[config.mk]
export PLATFORM = sky130hd
export DESIGN_NAME = p521sq_wrap
export DESIGN_NICKNAME = d
export VERILOG_FILES = /design/src/sv/p521sq_pkg.sv /design/src/sv/p521sq_wrap.sv
export VERILOG_INCLUDE_DIRS = /design/src /design/src/sv
export SDC_FILE = /design/constraint.sdc
export NUM_CORES = 1
export LEC_CHECK = 0
export ABC_CLOCK_PERIOD_IN_PS = 40400
export CAP_MARGIN = 15
export CORE_AREA = 8 8 430 432
export CTS_CLUSTER_DIAMETER = 40
export DETAILED_ROUTE_END_ITERATION = 8
export DIE_AREA = 0 0 438 440
export DONT_BUFFER_PORTS = 1
export PLACE_DENSITY = 0.34
export SLEW_MARGIN = 5
export SYNTH_ARGS = -nofsm -noshare
export SYNTH_HDL_FRONTEND = slang
export SYNTH_SLANG_ARGS = --single-unit
export TNS_END_PERCENT = 10
[constraint.sdc]
create_clock -name clock -period 40.4 [get_ports clock]
set_input_delay 8.08 -clock clock [delete_from_list [all_inputs] [get_ports clock]]
set_output_delay 8.08 -clock clock [all_outputs]
set_load 0.01 [all_outputs]
[src/sv/p521_field_square_radix58_top_macros.svh]
// assertion macros for the p521 squaring pipeline
`ifndef P521_FIELD_SQUARE_RADIX58_TOP_MACROS_SVH
`define P521_FIELD_SQUARE_RADIX58_TOP_MACROS_SVH
`ifndef ASSERT_OFF
// checked outside reset
`define P521SQ_ASSERT(label, prop, msg) \
   label: assert property (@(posedge clock) disable iff (reset) prop) else $error(msg);
// checked at every edge, reset included
`define P521SQ_ASSERT_NR(label, prop, msg) \
   label: assert property (@(posedge clock) prop) else $error(msg);
`else
`define P521SQ_ASSERT(label, prop, msg)
`define P521SQ_ASSERT_NR(label, prop, msg)
`endif
`endif

[src/sv/p521sq_pkg.sv]
package p521sq_pkg;

   localparam int NUM_LIMBS = 9;
   localparam int RADIX     = 58;
   localparam int TOP_W     = 57;
   localparam int OPND_W    = RADIX + 1;
   localparam int LO_W      = 30;
   localparam int HI_W      = OPND_W - LO_W;
   localparam int PROD_W    = 2 * OPND_W;
   localparam int NUM_PAIRS = NUM_LIMBS * (NUM_LIMBS + 1) / 2;
   localparam int NUM_COLS  = 2 * NUM_LIMBS - 1;
   // folded column stays below 17 products of 118 bits
   localparam int COL_W     = 123;
   localparam int H_W       = COL_W - RADIX;
   localparam int T_W       = H_W + 1;
   localparam int TC_W      = T_W - RADIX;
   localparam int E_W       = H_W + 1;
   localparam int RUN_W     = E_W + 2;
   localparam int WIDE_W    = NUM_LIMBS * RADIX + 1;

   typedef struct packed {
      logic [RADIX-1:0] in_limb_0;
      logic [RADIX-1:0] in_limb_1;
      logic [RADIX:0]   in_limb_2;
      logic [RADIX-1:0] in_limb_3;
      logic [RADIX-1:0] in_limb_4;
      logic [RADIX-1:0] in_limb_5;
      logic [RADIX-1:0] in_limb_6;
      logic [RADIX-1:0] in_limb_7;
      logic [TOP_W-1:0] in_limb_8;
   } req_word_type;

   typedef struct packed {
      logic [RADIX-1:0] out_limb_0;
      logic [RADIX-1:0] out_limb_1;
      logic [RADIX:0]   out_limb_2;
      logic [RADIX-1:0] out_limb_3;
      logic [RADIX-1:0] out_limb_4;
      logic [RADIX-1:0] out_limb_5;
      logic [RADIX-1:0] out_limb_6;
      logic [RADIX-1:0] out_limb_7;
      logic [TOP_W-1:0] out_limb_8;
   } rsp_word_type;

   // all limbs carried at the width of the widest one
   typedef logic [NUM_LIMBS-1:0][OPND_W-1:0] opnd_vec_type;

   typedef struct packed {
      logic [2*LO_W-1:0]      ll;
      logic [LO_W+HI_W-1:0]   lh;
      logic [LO_W+HI_W-1:0]   hl;
      logic [2*HI_W-1:0]      hh;
   } pp_type;

   typedef pp_type [NUM_PAIRS-1:0]             pp_vec_type;
   typedef logic [NUM_PAIRS-1:0][PROD_W-1:0]   prod_vec_type;
   typedef logic [NUM_COLS-1:0][COL_W-1:0]     col_vec_type;
   typedef logic [NUM_LIMBS-1:0][COL_W-1:0]    fold_vec_type;

endpackage

[src/sv/p521sq_wrap.sv]
`include "p521_field_square_radix58_top_macros.svh"

module p521sq_wrap (
   input  logic                          clock,
   input  logic                          reset,
   input  logic                          in_valid,
   output logic                          in_ready,
   input  p521sq_pkg::opnd_vec_type      in_res,
   input  logic [p521sq_pkg::RUN_W-1:0]  in_run,
   output logic                          out_valid,
   input  logic                          out_ready,
   output p521sq_pkg::rsp_word_type      out_word
);
   import p521sq_pkg::*;

   logic                 valid_ff, valid_in;
   logic                 en;
   rsp_word_type         word_ff, word_in;
   logic [RUN_W:0]       sum0;
   logic [OPND_W-1:0]    sum1;

   assign en = !valid_ff || out_ready;
   assign in_ready = en;
   assign valid_in = en ? in_valid : valid_ff;

   // top carry wraps into limb 0, then ripples through limbs 1 and 2
   always_comb begin
      sum0 = (RUN_W+1)'(in_res[0][RADIX-1:0]) + (RUN_W+1)'(in_run);
      sum1 = OPND_W'(in_res[1][RADIX-1:0]) + OPND_W'(sum0[RUN_W:RADIX]);
      word_in.out_limb_0 = sum0[RADIX-1:0];
      word_in.out_limb_1 = sum1[RADIX-1:0];
      word_in.out_limb_2 = in_res[2] + OPND_W'(sum1[RADIX]);
      word_in.out_limb_3 = in_res[3][RADIX-1:0];
      word_in.out_limb_4 = in_res[4][RADIX-1:0];
      word_in.out_limb_5 = in_res[5][RADIX-1:0];
      word_in.out_limb_6 = in_res[6][RADIX-1:0];
      word_in.out_limb_7 = in_res[7][RADIX-1:0];
      word_in.out_limb_8 = in_res[8][TOP_W-1:0];
   end

   always_ff @(posedge clock) begin
      if (reset) begin
         valid_ff <= 1'b0;
      end else begin
         valid_ff <= valid_in;
      end
   end

   always_ff @(posedge clock) begin
      if (en) begin
         word_ff <= word_in;
      end
   end

   assign out_valid = valid_ff;
   assign out_word  = word_ff;

   `P521SQ_ASSERT(a_limb2_bound, valid_ff |-> (!word_ff.out_limb_2[RADIX] || word_ff.out_limb_2[RADIX-1:0] == '0), "limb 2 above 2^58")

endmodule

=== After elaboration in Yosys (flattened, before gate mapping) ===
Cells that the tools add are included.

* Register bits after elaboration: 523
* Bits of input ports: 603
* Word-level logic and storage cells: 15

* Add/subtract/negate cells: 3
* Reduce and logical (&&, ||, !) cells: 2

{| class="wikitable"
|+ Operators by type and width
! cell !! number
|-
| $add A58 B68 Y69 || 1
|-
| $add A58 B11 Y59 || 1
|-
| $add A59 B1 Y59 || 1
|-
| $logic_not A1 Y1 || 1
|-
| $logic_or A1 B1 Y1 || 1
|}

=== Logic depth before layout (Yosys ltp) ===
* Word-level depth: 3
* Mapped depth: 37

=== Worst setup path after synthesis ===
Ideal clock, no wire load.

* Path kind: input -> output
* Start: in out_ready
* End: out in_ready
* Data arrival time: 20,602 ps
* Setup slack: 11,718 ps
* Stages: 1
* Path through: nand2b_1

* Cells in the longest elaborated chain, start to end: 1

{| class="wikitable"
|+ Ends and longest elaborated chain
! what !! RTL line !! text
|-
| start: declaration || p521sq_wrap.sv:11 || <nowiki>input logic out_ready,</nowiki>
|-
| $logic_or A1 B1 Y1 || p521sq_wrap.sv:22 || <nowiki>assign en = !valid_ff || out_ready;</nowiki>
|-
| end: declaration || p521sq_wrap.sv:7 || <nowiki>output logic in_ready,</nowiki>
|}

Every way passes these cells.

==> tab_implementation.tex <==
\begin{tabular}{lr}
\hline
Metric & Value \\
\hline
\multicolumn{2}{l}{\textbf{Route}} \\
\quad Via-per-instance ratio & 3.511 \\
\quad Count of nets left with antenna violations after detail routing & 0 \\
\quad Routed length per instance & around 32 um \\
\quad DR vias & 14,050 \\
\quad Iteration count of the initial detailed-routing pass & 5 \\
\quad Number of design-rule violations left by the first detailed-router iteration & 1,069 \\
\quad Final wirelength & about 130 mm \\
\quad Residual DRC & 0 \\
\multicolumn{2}{l}{\textbf{Hold path}} \\
\quad Number of cells on the worst hold path & 1 \\
\quad Launch point of the worst hold path & out\_valid\$\_SDFFE\_PP0P\_ \\
\quad End point of the worst hold path & out\_word[122]\$\_DFFE\_PP\_ \\
\quad Min-Delay Path Class & register to register \\
\multicolumn{2}{l}{\textbf{STA}} \\
\quad Maximum achievable frequency & 59.98 MHz \\
\quad Transition time at the pin with the least slew margin & 0.9833 ns \\
\quad Max-slew violation count & 0 \\
\quad Final Hold Viols & 0 \\
\quad Min cycle time layout & 16.67 ns \\
\quad RSZ-0062 raised after global routing & no \\
\quad Setup TNS & 0 ns \\
\quad Worst slew margin relative to its limit & 34.45\% \\
\quad Post-route clock skew & 0.04611 ns \\
\quad Fraction of the cycle the final worst path needs & about two fifths \\
\quad Setup Viol. Count Final & 0 \\
\multicolumn{2}{l}{\textbf{Floorplan}} \\
\quad Total number of placement rows & 155 \\
\quad Initial core utilization & between 10 and 15\% \\
\quad Floorplan core area & 177,600 um2 \\
\quad Die Ht & 440 um \\
\quad Die X-Extent & roughly 440 um \\
\quad Die outline area & between 150,000 and 200,000 um2 \\
\quad Count of pins on the block boundary & around 1,100 \\
\multicolumn{2}{l}{\textbf{Setup path}} \\
\quad Crit path arrival time & 17.14 ns \\
\quad WS Path Type & input port to register \\
\quad Crit-path most repeated cell & sky130\_fd\_sc\_hd\_\_ha\_1 \\
\quad Slowest stage cell on the critical path & sky130\_fd\_sc\_hd\_\_nor4\_1 \\
\quad Depth of the most critical reg-to-reg path & 4 \\
\quad Worst setup EP type & register \\
\quad Longest individual stage delay on the worst path & 0.62 ns \\
\quad Setup slack, reg-to-reg & between 30 and 40 ns \\
\quad Critical path startpoint & in\_res[0] \\
\quad Reg-to-Reg End & out\_word[441]\$\_DFFE\_PP\_ \\
\quad Required time of the critical path & about 41 ns \\
\quad Worst r2r src & out\_valid\$\_SDFFE\_PP0P\_ \\
\quad Startpoint type of the worst setup path & input port \\
\quad Critical Path Fanout Max & 20 \\
\multicolumn{2}{l}{\textbf{Clocking}} \\
\quad Cell at the root of the clock tree & sky130\_fd\_sc\_hd\_\_clkbuf\_16 \\
\quad Post-CTS Setup Inserts & 0 \\
\quad Later-pin clock latency in the skew report & 0.72 ns \\
\quad Num CTS Buffers & 111 \\
\quad CTS tree & built \\
\quad CTS sink count & 523 \\
\quad \# resized after CTS & 0 \\
\quad Post-CTS Hold Buffers & 0 \\
\quad CTS H-tree lvls & 3 \\
\quad CTS max path bufs & 3 \\
\quad Clock-pin slew of the registers on the worst-case setup and hold paths & around 0.060 ns \\
\multicolumn{2}{l}{\textbf{Global routing}} \\
\quad GRT Util Overall & 12.66\% \\
\quad GRT overflow & 0 \\
\quad Via count of the first global-routing pass & 13,550 \\
\quad Global-route wire length before repair & 160.0 mm \\
\quad Number of antenna violations at the first check in global routing & 103 \\
\quad Pin count of the biggest net entering global routing & 151 \\
\multicolumn{2}{l}{\textbf{Logic synthesis}} \\
\quad Mapped Avg Cell Area & 15.01 um2 \\
\quad Net count after synthesis & 2,135 \\
\quad Fraction of registers with async set or reset after synthesis & 0\% \\
\quad Seq cells post-synth & 523 \\
\quad Number of flops mapped to enable cells by yosys & 522 \\
\quad Number of instances in the synthesized netlist & 1,458 \\
\quad Post-synthesis cell area & about 22,000 um2 \\
\quad Count of distinct cell types in the synthesized netlist & between 60 and 70 \\
\quad Yosys warning count & 0 \\
\quad Ys flop type & sky130\_fd\_sc\_hd\_\_edfxtp\_1 \\
\quad Sequential area share after synthesis & 71.70\% \\
\multicolumn{2}{l}{\textbf{Place}} \\
\quad HPWL after DPL & 110.6 mm \\
\quad Quantity of I/O buffers inserted on ports & 0 \\
\quad Placer congestion estimate & 0.8989 \\
\multicolumn{2}{l}{\textbf{Power}} \\
\quad IR Drop Worst-Case VDD & 0.03025 mV \\
\quad Static leakage & $\sim$9.9 nW \\
\quad Total power after layout & about 1.7 mW \\
\quad Cell Pwr Density & 60.56 nW/um2 \\
\multicolumn{2}{l}{\textbf{Status}} \\
\quad Status & finished, final reports clean \\
\multicolumn{2}{l}{\textbf{Run}} \\
\quad Max-cap check violation count & 0 \\
\multicolumn{2}{l}{\textbf{Cells and area}} \\
\quad Fraction of final layout cells sized beyond drive strength 1 & 12.83\% \\
\quad Synthesis-to-layout area growth & 30.05\% \\
\quad Post-layout nets & 2,219 \\
\hline
\end{tabular}
cell usage after synthesis, drive strengths merged, types with 6 or more instances:
| cell type | count | area [um2] |
|---|---|---|
| clkbuf | 20 | 75.07 |
| edfxtp | 522 | 15680 |
| nand2b | 8 | 50.05 |
| and3 | 37 | 231.5 |
| nand2 | 103 | 386.6 |
| xor2 | 68 | 595.6 |
| o21ai | 42 | 217.7 |
| nand4 | 34 | 234.0 |
| a21boi | 6 | 45.04 |
| nor2b | 9 | 56.30 |
| ha | 72 | 900.9 |
| xnor2 | 109 | 954.7 |
| o21a | 7 | 52.55 |
| a21o | 33 | 247.7 |
| o21bai | 14 | 105.1 |
| inv | 38 | 142.6 |
| nor4 | 8 | 56.30 |
| nand3 | 46 | 230.2 |
| a21oi | 82 | 417.9 |
| nor3 | 27 | 140.1 |
| buf | 16 | 76.32 |
| nor2 | 80 | 315.3 |
cells by family after synthesis:
| group | after synthesis | synth area share, % |
|---|---|---|
| simple gates | 379 | 8.728 |
| compound gates | 230 | 6.836 |
| buf+inv | 75 | 1.360 |
| fa+ha+maj | 74 | 4.298 |
| xor+xnor | 177 | 7.082 |
| flops | 523 | 71.70 |
through the flow:
stage	hold slack, ns	cell area, um2	instances	util (%)	worst slack, ns
after global placement	1.064	24770	3784	13.94	23.05
after detailed placement	1.099	24770	3784	13.94	23.03
after global routing	1.151	28460	3998	16.02	23.24
final	1.084	28470	4001	16.03	23.73
after CTS	1.111	28450	3992	16.01	23.77
after floorplan	8.149	21890	1458	-	11.72
layout by cell type, fill, tap and decap left out, types with 31 or more instances in the layout:
cell / netlist / routed
sky130_fd_sc_hd__ha_1: 72 / 72
sky130_fd_sc_hd__xnor2_1: 109 / 109
sky130_fd_sc_hd__nand2_1: 103 / 103
sky130_fd_sc_hd__nor2_1: 76 / 76
sky130_fd_sc_hd__clkbuf_16: 0 / 111
sky130_fd_sc_hd__edfxtp_1: 522 / 522
sky130_fd_sc_hd__and3_1: 37 / 37
sky130_fd_sc_hd__nand4_1: 32 / 32
sky130_fd_sc_hd__inv_1: 37 / 37
sky130_fd_sc_hd__a21oi_1: 80 / 80
sky130_fd_sc_hd__o21ai_0: 31 / 31
sky130_fd_sc_hd__nand3_1: 46 / 46
sky130_fd_sc_hd__xor2_1: 68 / 68
sky130_fd_sc_hd__a21o_1: 33 / 33
worst max-delay path: cells and delay by family:
kind            cells  cell delay, ns
compound gates     12            3.01
xor+xnor            2            0.33
fa+ha+maj           6            1.71
buf+inv             3            0.36
simple gates       13            3.60
final cells by class:
cell class / instances / area [um2]
multi-input cells: 860 / 5906
repair buffers: 7 / 77.57
inverters: 39 / 146.4
fillers: 19540 / 149200
well taps: 2355 / 2947
diodes: 9 / 22.52
clock buffers: 125 / 2830
flip-flops and latches: 523 / 15700
clock inverters: 83 / 845.8
metal layers:
metal | wire length (um) | vias up | global-route usage (%) | share of wire (%)
met5 | 27 | - | 0 | 0.021
met4 | 4122 | 4 | 3.755 | 3.2
met3 | 11330 | 290 | 4.267 | 8.7
met2 | 69810 | 914 | 23.98 | 54
met1 | 44480 | 7108 | 13.20 | 34
li1 | - | 5731 | - | -
flip-flops by register name, indices dropped and copies added, names as in the netlist:
signal     flops
out_word     522
out_valid      1
where the power goes:
group | switching, mW | leakage, nW | internal [mW]
registers | 0.0762 | 5.42 | 0.659
logic | 0.0639 | 2.65 | 0.0337
clock network | 0.335 | 1.78 | 0.556
total | 0.475 | 9.85 | 1.25
how the worst max path moves through the flow:
stage / end / slack, ns / depth (start not counted)
after floorplan: in_ready / 11.72 / 1
after global placement: out_word[405]$_DFFE_PP_ / 23.05 / 34
after detailed placement: out_word[405]$_DFFE_PP_ / 23.03 / 34
after CTS: in_ready / 23.77 / 1
after global routing: out_word[405]$_DFFE_PP_ / 23.24 / 36
final: out_word[403]$_DFFE_PP_ / 23.73 / 36
(Power assumes the default switching activity.)
