## src/sv/p521_field_square_radix58_top_macros.svh

```systemverilog
// assertion macros for the p521 squaring pipeline
`ifndef P521_FIELD_SQUARE_RADIX58_TOP_MACROS_SVH
`define P521_FIELD_SQUARE_RADIX58_TOP_MACROS_SVH
`ifndef ASSERT_OFF
// checked outside reset
`define P521SQ_ASSERT(label, prop, msg) \
   label: assert property (@(posedge clock) disable iff (reset) prop) else $error(msg);
// checked at every edge, reset included
`define P521SQ_ASSERT_NR(label, prop, msg) \
   label: assert property (@(posedge clock) prop) else $error(msg);
`else
`define P521SQ_ASSERT(label, prop, msg)
`define P521SQ_ASSERT_NR(label, prop, msg)
`endif
`endif

```

## src/sv/p521sq_pkg.sv

```systemverilog
package p521sq_pkg;

   localparam int NUM_LIMBS = 9;
   localparam int RADIX     = 58;
   localparam int TOP_W     = 57;
   localparam int OPND_W    = RADIX + 1;
   localparam int LO_W      = 30;
   localparam int HI_W      = OPND_W - LO_W;
   localparam int PROD_W    = 2 * OPND_W;
   localparam int NUM_PAIRS = NUM_LIMBS * (NUM_LIMBS + 1) / 2;
   localparam int NUM_COLS  = 2 * NUM_LIMBS - 1;
   // folded column stays below 17 products of 118 bits
   localparam int COL_W     = 123;
   localparam int H_W       = COL_W - RADIX;
   localparam int T_W       = H_W + 1;
   localparam int TC_W      = T_W - RADIX;
   localparam int E_W       = H_W + 1;
   localparam int RUN_W     = E_W + 2;
   localparam int WIDE_W    = NUM_LIMBS * RADIX + 1;

   typedef struct packed {
      logic [RADIX-1:0] in_limb_0;
      logic [RADIX-1:0] in_limb_1;
      logic [RADIX:0]   in_limb_2;
      logic [RADIX-1:0] in_limb_3;
      logic [RADIX-1:0] in_limb_4;
      logic [RADIX-1:0] in_limb_5;
      logic [RADIX-1:0] in_limb_6;
      logic [RADIX-1:0] in_limb_7;
      logic [TOP_W-1:0] in_limb_8;
   } req_word_type;

   typedef struct packed {
      logic [RADIX-1:0] out_limb_0;
      logic [RADIX-1:0] out_limb_1;
      logic [RADIX:0]   out_limb_2;
      logic [RADIX-1:0] out_limb_3;
      logic [RADIX-1:0] out_limb_4;
      logic [RADIX-1:0] out_limb_5;
      logic [RADIX-1:0] out_limb_6;
      logic [RADIX-1:0] out_limb_7;
      logic [TOP_W-1:0] out_limb_8;
   } rsp_word_type;

   // all limbs carried at the width of the widest one
   typedef logic [NUM_LIMBS-1:0][OPND_W-1:0] opnd_vec_type;

   typedef struct packed {
      logic [2*LO_W-1:0]      ll;
      logic [LO_W+HI_W-1:0]   lh;
      logic [LO_W+HI_W-1:0]   hl;
      logic [2*HI_W-1:0]      hh;
   } pp_type;

   typedef pp_type [NUM_PAIRS-1:0]             pp_vec_type;
   typedef logic [NUM_PAIRS-1:0][PROD_W-1:0]   prod_vec_type;
   typedef logic [NUM_COLS-1:0][COL_W-1:0]     col_vec_type;
   typedef logic [NUM_LIMBS-1:0][COL_W-1:0]    fold_vec_type;

endpackage

```

## src/sv/p521sq_carry.sv

```systemverilog
`include "p521_field_square_radix58_top_macros.svh"

module p521sq_carry (
   input  logic                             clock,
   input  logic                             reset,
   input  logic                             in_valid,
   output logic                             in_ready,
   input  p521sq_pkg::fold_vec_type         in_fold,
   output logic                             out_valid,
   input  logic                             out_ready,
   output p521sq_pkg::opnd_vec_type         out_res,
   output logic [p521sq_pkg::RUN_W-1:0]     out_run
);
   import p521sq_pkg::*;

   typedef logic [NUM_LIMBS-1:0][T_W-1:0] t_vec_type;

   logic              s5_valid_ff, s5_valid_in;
   logic              s6_valid_ff, s6_valid_in;
   logic              s7_valid_ff, s7_valid_in;
   logic              s5_en, s6_en, s7_en;
   t_vec_type         t_ff, t_in;
   logic [H_W-1:0]    e1_ff, e1_in;
   opnd_vec_type      u_ff, u_in;
   logic [E_W-1:0]    e2_ff, e2_in;
   logic [E_W-1:0]    e3;
   logic [WIDE_W-1:0] wide_a, wide_b, wide_sum;
   opnd_vec_type      res_ff, res_in;
   logic [RUN_W-1:0]  run_ff, run_in;
   logic [NUM_LIMBS-1:0] u_small;

   assign s7_en = !s7_valid_ff || out_ready;
   assign s6_en = !s6_valid_ff || s7_en;
   assign s5_en = !s5_valid_ff || s6_en;
   assign in_ready = s5_en;

   assign s5_valid_in = s5_en ? in_valid : s5_valid_ff;
   assign s6_valid_in = s6_en ? s5_valid_ff : s6_valid_ff;
   assign s7_valid_in = s7_en ? s6_valid_ff : s7_valid_ff;

   // first round: each column's high part moves one limb up
   always_comb begin
      t_in[0] = T_W'(in_fold[0][RADIX-1:0]);
      for (int i = 1; i < NUM_LIMBS; i++) begin
         t_in[i] = T_W'(in_fold[i][RADIX-1:0]) + T_W'(in_fold[i-1][COL_W-1:RADIX]);
      end
      e1_in = in_fold[NUM_LIMBS-1][COL_W-1:RADIX];
   end

   // second round: carries now a few bits each
   always_comb begin
      u_in[0] = OPND_W'(t_ff[0][RADIX-1:0]);
      for (int i = 1; i < NUM_LIMBS; i++) begin
         u_in[i] = OPND_W'(t_ff[i][RADIX-1:0]) + OPND_W'(t_ff[i-1][T_W-1:RADIX]);
      end
      e2_in = E_W'(e1_ff) + E_W'(t_ff[NUM_LIMBS-1][T_W-1:RADIX]);
   end

   // last round: single-bit carries resolved by one wide add
   always_comb begin
      wide_a = '0;
      wide_b = '0;
      for (int i = 0; i < NUM_LIMBS; i++) begin
         wide_a[RADIX*i +: RADIX] = u_ff[i][RADIX-1:0];
      end
      for (int i = 0; i < NUM_LIMBS - 1; i++) begin
         wide_b[RADIX*(i+1)] = u_ff[i][RADIX];
      end
      wide_sum = wide_a + wide_b;
      for (int i = 0; i < NUM_LIMBS - 1; i++) begin
         res_in[i] = OPND_W'(wide_sum[RADIX*i +: RADIX]);
      end
      res_in[NUM_LIMBS-1] = OPND_W'(wide_sum[RADIX*(NUM_LIMBS-1) +: TOP_W]);
      e3 = e2_ff + E_W'(u_ff[NUM_LIMBS-1][RADIX]);
      // everything above bit 520, with the 2^522 overflow counted twice
      run_in = RUN_W'({e3, 1'b0}) + RUN_W'(wide_sum[WIDE_W-1:WIDE_W-2]);
   end

   always_ff @(posedge clock) begin
      if (reset) begin
         s5_valid_ff <= 1'b0;
         s6_valid_ff <= 1'b0;
         s7_valid_ff <= 1'b0;
      end else begin
         s5_valid_ff <= s5_valid_in;
         s6_valid_ff <= s6_valid_in;
         s7_valid_ff <= s7_valid_in;
      end
   end

   always_ff @(posedge clock) begin
      if (s5_en) begin
         t_ff  <= t_in;
         e1_ff <= e1_in;
      end
      if (s6_en) begin
         u_ff  <= u_in;
         e2_ff <= e2_in;
      end
      if (s7_en) begin
         res_ff <= res_in;
         run_ff <= run_in;
      end
   end

   assign out_valid = s7_valid_ff;
   assign out_res   = res_ff;
   assign out_run   = run_ff;

   // a limb that carries out must have a tiny low part
   always_comb begin
      for (int i = 0; i < NUM_LIMBS; i++) begin
         u_small[i] = !u_ff[i][RADIX] || (u_ff[i][RADIX-1:TC_W] == '0);
      end
   end

   `P521SQ_ASSERT(a_carry_bits_small, s6_valid_ff |-> (&u_small), "second carry round too wide")
   `P521SQ_ASSERT(a_stall_holds, s7_valid_ff && !out_ready |=> s7_valid_ff && $stable(res_ff) && $stable(run_ff), "stalled word changed")
   `P521SQ_ASSERT(a_bubble_fills, !s7_valid_ff && s6_valid_ff |=> s7_valid_ff, "bubble not collapsed")
   `P521SQ_ASSERT_NR(a_reset_clears, reset |=> !s5_valid_ff && !s6_valid_ff && !s7_valid_ff, "valid left after reset")

endmodule

```

## config.mk

```make
export PLATFORM = sky130hd
export DESIGN_NAME = p521sq_carry
export DESIGN_NICKNAME = d
export VERILOG_FILES = /design/src/sv/p521sq_pkg.sv /design/src/sv/p521sq_carry.sv
export VERILOG_INCLUDE_DIRS = /design/src /design/src/sv
export SDC_FILE = /design/constraint.sdc
export NUM_CORES = 2
export LEC_CHECK = 0
export BUFFER_PORTS_ARGS = -buffer_cell sky130_fd_sc_hd__buf_2
export CORE_AREA = 5 5 661 663
export CTS_CLUSTER_DIAMETER = 40
export CTS_CLUSTER_SIZE = 24
export DETAILED_ROUTE_END_ITERATION = 16
export DIE_AREA = 0 0 666 668
export PLACE_DENSITY = 0.39
export SYNTH_ARGS = -nofsm -noshare
export SYNTH_HDL_FRONTEND = slang
export SYNTH_SLANG_ARGS = --single-unit
```

## constraint.sdc

```tcl
create_clock -name clock -period 17.1 [get_ports clock]
set_clock_uncertainty 0.1 [all_clocks]
set_input_delay 0.855 -clock clock [delete_from_list [all_inputs] [get_ports clock]]
set_output_delay 0.855 -clock clock [all_outputs]
set_load 0.05 [all_outputs]
```

After elaboration in Yosys (flattened, before gate mapping) --
Index checks and enable logic that the tools add are counted.
Cells by class: reductions and logical operators 6, $add $sub $neg 19
Operator list (count):
- $add 58x65->66 | 8
- $add 522x465->523 | 1
- $add 58x8->59 | 7
- $add 67x2->68 | 1
- $add 65x8->66 | 1
- $add 66x1->66 | 1
- $logic_not 1->1 | 3
- $logic_or 1x1->1 | 3
Storage, ports and cells: output and inout bits 601, register bits after elaboration 1838, word-level logic and storage cells 58, input port bits 1111

Longest topological paths before layout --
depth in word-level cells 4, mapped depth 23, gate-level depth less buffers 23

Worst setup path after synthesis --
OpenSTA, ideal clock, no wires.
path type input-to-reg, from input out_ready, to register e1_ff[0] (enable), arrival time 11975 ps, cell stages on the path 3, data required time 12283 ps, setup time 4717 ps, slack 308 ps, path through nor2b_1 and2_1 nand2_1
Between the ends: word-level cells in the longest chain between the ends 3
Ends and longest elaborated chain:
- start: declaration | RTL line p521sq_carry.sv:10 | input logic out_ready,
- $logic_or 1x1->1 | RTL line p521sq_carry.sv:32 | assign s7_en = !s7_valid_ff || out_ready;
- $logic_or 1x1->1 | RTL line p521sq_carry.sv:33 | assign s6_en = !s6_valid_ff || s7_en;
- $logic_or 1x1->1 | RTL line p521sq_carry.sv:34 | assign s5_en = !s5_valid_ff || s6_en;
- via in_ready | RTL line p521sq_carry.sv:7 | output logic in_ready,
- end signal: assignment | RTL line p521sq_carry.sv:94 | e1_ff <= e1_in;
- end: declaration | RTL line p521sq_carry.sv:23 | logic [H_W-1:0] e1_ff, e1_in;
The timed path passes the listed nets, and every way through them passes these cells. A chain may end at the register's enable or synchronous reset.

Worst setup path after layout --
from register u_ff[181] (netlist name), to register run_ff[59], in the netlist out_run[59] (data pin)
Between the ends: word-level cells in the longest chain between the ends 2
Ends and longest elaborated chain:
- start: declaration | RTL line p521sq_carry.sv:24 | opnd_vec_type u_ff, u_in;
- start signal: assignment | RTL line p521sq_carry.sv:97 | u_ff <= u_in;
- $add 522x465->523 | RTL line p521sq_carry.sv:69 | wide_sum = wide_a + wide_b;
- $add 67x2->68 | RTL line p521sq_carry.sv:76 | run_in = RUN_W'({e3, 1'b0}) + RUN_W'(wide_sum[WIDE_W-1:WIDE_W-2]);
- via run_in[59] | RTL line p521sq_carry.sv:29 | logic [RUN_W-1:0] run_ff, run_in;
- end signal: assignment | RTL line p521sq_carry.sv:102 | run_ff <= run_in;
- end: declaration | RTL line p521sq_carry.sv:29
The timed path passes the listed nets, and every way through them passes these cells.

==> run_results.csv <==
group,metric,value,unit
grt,grt_first_pass_wirelength,661,mm
timing,max_freq,122,MHz
grt,track_usage,0.208,
placed_design,finalWeightedCongestion,0.952,
floorplan,initial_core_util,0.241,
drt,drtIter0Drc,7159,
drt,drt-total-wl,485,mm
worst_setup_path,critPathCaptureType,"register",
timing,finalHoldViolCount,0,
floorplan,rows,241,
worst_hold_path,hp-class,"input port to register",
clock_network,htreeDepth,5,
clock_network,ctsLongestPathBuffers,4,
yosys,async_flop_share,0,
yosys,yosys_most_used_dff,"edfxtp_1",
worst_setup_path,path_class,"register to register",
yosys,synth_area,103000,um^2
yosys,yosys-top-cells-count,"edfxtp_1 (1,835), xnor2_1 (895), nand2_1 (745)",
floorplan,core,430000,um^2
drt,vias_per_cell,4.83,
clock_network,cts-resized-gates,0,
job,maxCapViolCount,0,
floorplan,fp.dieH,668,um
floorplan,fp.dieW,666,um
power_and_ir_drop,ir_drop,0.0742,mV
power_and_ir_drop,total_leakage_power,53.3,nW
clock_network,cts_setup_buffers,0,
yosys,synth_seq_cells,1838,
worst_setup_path,cp-start-kind,"register",
clock_network,numCtsBuffers,388,
drt,vias,84000,
timing,rsz0062_at_grt,"false",
final_layout,drive_gt1_frac,0.217,
final_layout,stdcell_area,134000,um^2
worst_hold_path,whs_path_depth,2,
worst_setup_path,max_stage_delay,0.60,ns
timing,slew_viol_final,0,
placed_design,hpwl,406,mm
yosys,yosysTopAreaCell,"edfxtp_1",
grt,grt_overflow,0,
placed_design,io_buffers,1701,
timing,min_period,8.18,ns
final_layout,fillers,44200,
clock_network,cts_tree,"yes",
drt,wl_per_cell,27.9,um
worst_setup_path,r2r_slack,8.92,ns
clock_network,cts_hold_buf,114,
yosys,postSynthCellCount,9188,
clock_network,clkSinkCount,1838,
status,outcome,"finished clean",
timing,fin_tns_setup,0,ns
final_layout,nets,12900,
grt,grt_pass1_vias,83800,
final_layout,syn_to_final_growth,29.3,%
clock_network,path_clk_slew,0.05,ns
timing,slew_headroom,0.247,
worst_setup_path,required,17.67,ns
timing,final-setup-viol-count,0,
grt,grt_start_max_net_pins,140,
yosys,yosysTopAreaCellShare,0.533,
yosys,synth-edff-count,1835,
grt,antenna_found_initial,274,
yosys,ys_top_cells_by_area,"edfxtp_1 (53%), xnor2_1 (7.6%), ha_1 (6.5%), xor2_1 (3.9%), nand2_1 (2.7%)",
yosys,synth.distinct_cells,102,
timing,worst_pin_slew,1.12,ns
drt,postRouteAntennaNets,0,
worst_setup_path,arrival,8.75,ns
worst_setup_path,critPathSlowestCell,"nor3_1",
yosys,ys.warnings.count,0,
worst_setup_path,cpMostUsedCell,"buf_4",
worst_setup_path,cp_cell_sequence,"and4_1, nand4_1, nor3_1, a41oi_1, buf_4, o31a_1, buf_4, o41ai_4, buf_4, a21o_1, a31o_2, nand3_1, nor2_1, and4_1, ha_1, ha_1, nand2_1, nor4_1, or4b_1, or4_4, nor3_2, and2_4, o211ai_1, xnor2_1",
clock_network,clockRootBuffer,"clkbuf_16",
worst_setup_path,critPathMaxFanout,12,
clock_network,clk_latency,0.94,ns
floorplan,dieArea,445000,um^2
worst_setup_path,reg2reg_depth,24,
drt,route.detailed.drc,0,
timing,finalCritPeriodShare,0.478,
power_and_ir_drop,p_per_area,141,nW/um^2
drt,drtPass1Iterations,6,
placed_design,placed_area,119000,um^2
floorplan,io_pins,1712,
yosys,synth.most_common_cell,"edfxtp_1",
yosys,syn_avg_cell_area,11.2,um^2
yosys,yosysSeqAreaShare,0.534,
cells in the final DEF (no fill, tap or decap), drive strengths merged, types with 22 or more instances in the layout:
cell	netlist	layout
diode	0	98
nor2b	78	78
nand2	748	748
bufinv	0	50
nand3	481	481
o31ai	32	32
buf	37	1754
and3	245	245
or2	41	41
o21a	71	71
nor3b	22	22
nand2b	65	65
a31oi	79	79
nor3	222	222
xnor2	895	895
o211ai	33	33
clkinv	0	134
o21ai	351	351
nand4	290	290
or3	36	36
o21bai	90	90
and2	62	62
clkbuf	170	419
inv	291	358
dlygate4sd3	0	114
a211oi	56	56
edfxtp	1835	1835
ha	539	539
a21boi	37	37
a21o	320	320
o31a	25	25
clkinvlp	0	51
nor4	102	102
and4	59	59
xor2	460	460
nor2	646	646
a21oi	515	515
sequential cells by signal, summed over array words and instances (netlist names):
signal	count
u_ff	529
s5_valid_ff	1
out_valid	1
out_run	68
e1_ff	65
s6_valid_ff	1
out_res	521
e2_ff	66
t_ff	586
cell type report:
type | instances | area [um^2] | share of cell area
Sequential cell | 1838 | 55200 | 0.413
Multi-Input combinational cell | 6861 | 46300 | 0.347
Timing Repair Buffer | 1868 | 10100 | 0.0757
Clock buffer | 419 | 9850 | 0.0737
Tap cell | 5710 | 7140 | 0.0535
Clock inverter | 302 | 3690 | 0.0276
Inverter | 291 | 1110 | 0.00829
Antenna cell | 98 | 245 | 0.00184
cell families after synthesis:
family / synth area share
compound gates: 0.110
other cells: 0.0000363
mux: 0.000484
xor+xnor: 0.115
flops: 0.534
simple gates: 0.153
buf+inv: 0.0188
fa+ha+maj: 0.0684
metal layers:
layer / GRT usage / share of wire / wire, um
met5: 0 / 0.000070 / 34
met1: 0.263 / 0.42 / 204000
met2: 0.343 / 0.47 / 227000
met3: 0.0361 / 0.056 / 27400
met4: 0.0998 / 0.056 / 27100
worst max-delay path, delay by kind of cell (launching register included):
family | cells | cell delay [ns]
AOI/OAI and AO/OA | 6 | 1.70
adders and majority gates | 2 | 0.51
DFF | 1 | 0.43
buffers and inverters | 3 | 0.72
xor gates and xnor gates | 1 | 0.17
and+or+nand+nor | 12 | 4.22
through the flow:
step / instances / total power [mW] / utilization / hold slack [ns] / setup WS [ns]
floorplan: 9197 / 9.32 / - / 0.300 / 0.308
global placement: 16500 / 11.2 / 0.276 / 0.301 / 9.12
global route: 17400 / 19.7 / 0.311 / 0.0473 / 8.59
detailed placement: 16500 / 11.2 / 0.276 / 0.305 / 9.08
CTS: 17300 / 19.2 / 0.310 / 0.00978 / 9.05
finish: 17400 / 18.9 / 0.311 / 0.142 / 8.92
where the power goes:
part | switching [mW] | internal, mW | total, mW
logic | 3.03 | 1.18 | 4.21
registers | 0.771 | 6.15 | 6.92
clock network | 2.77 | 4.99 | 7.77
total | 6.58 | 12.3 | 18.9
path summary, 6_finish.rpt:
kind                                     startpoint               endpoint
worst max-delay path            u_ff[181]$_DFFE_PP_  out_run[59]$_DFFE_PP_
worst min-delay path                   in_fold[859]    t_ff[525]$_DFFE_PP_
worst max register to register  u_ff[181]$_DFFE_PP_  out_run[59]$_DFFE_PP_
worst min register to register   t_ff[48]$_DFFE_PP_     u_ff[48]$_DFFE_PP_
No activity file was read; power rests on OpenSTA's default activity.
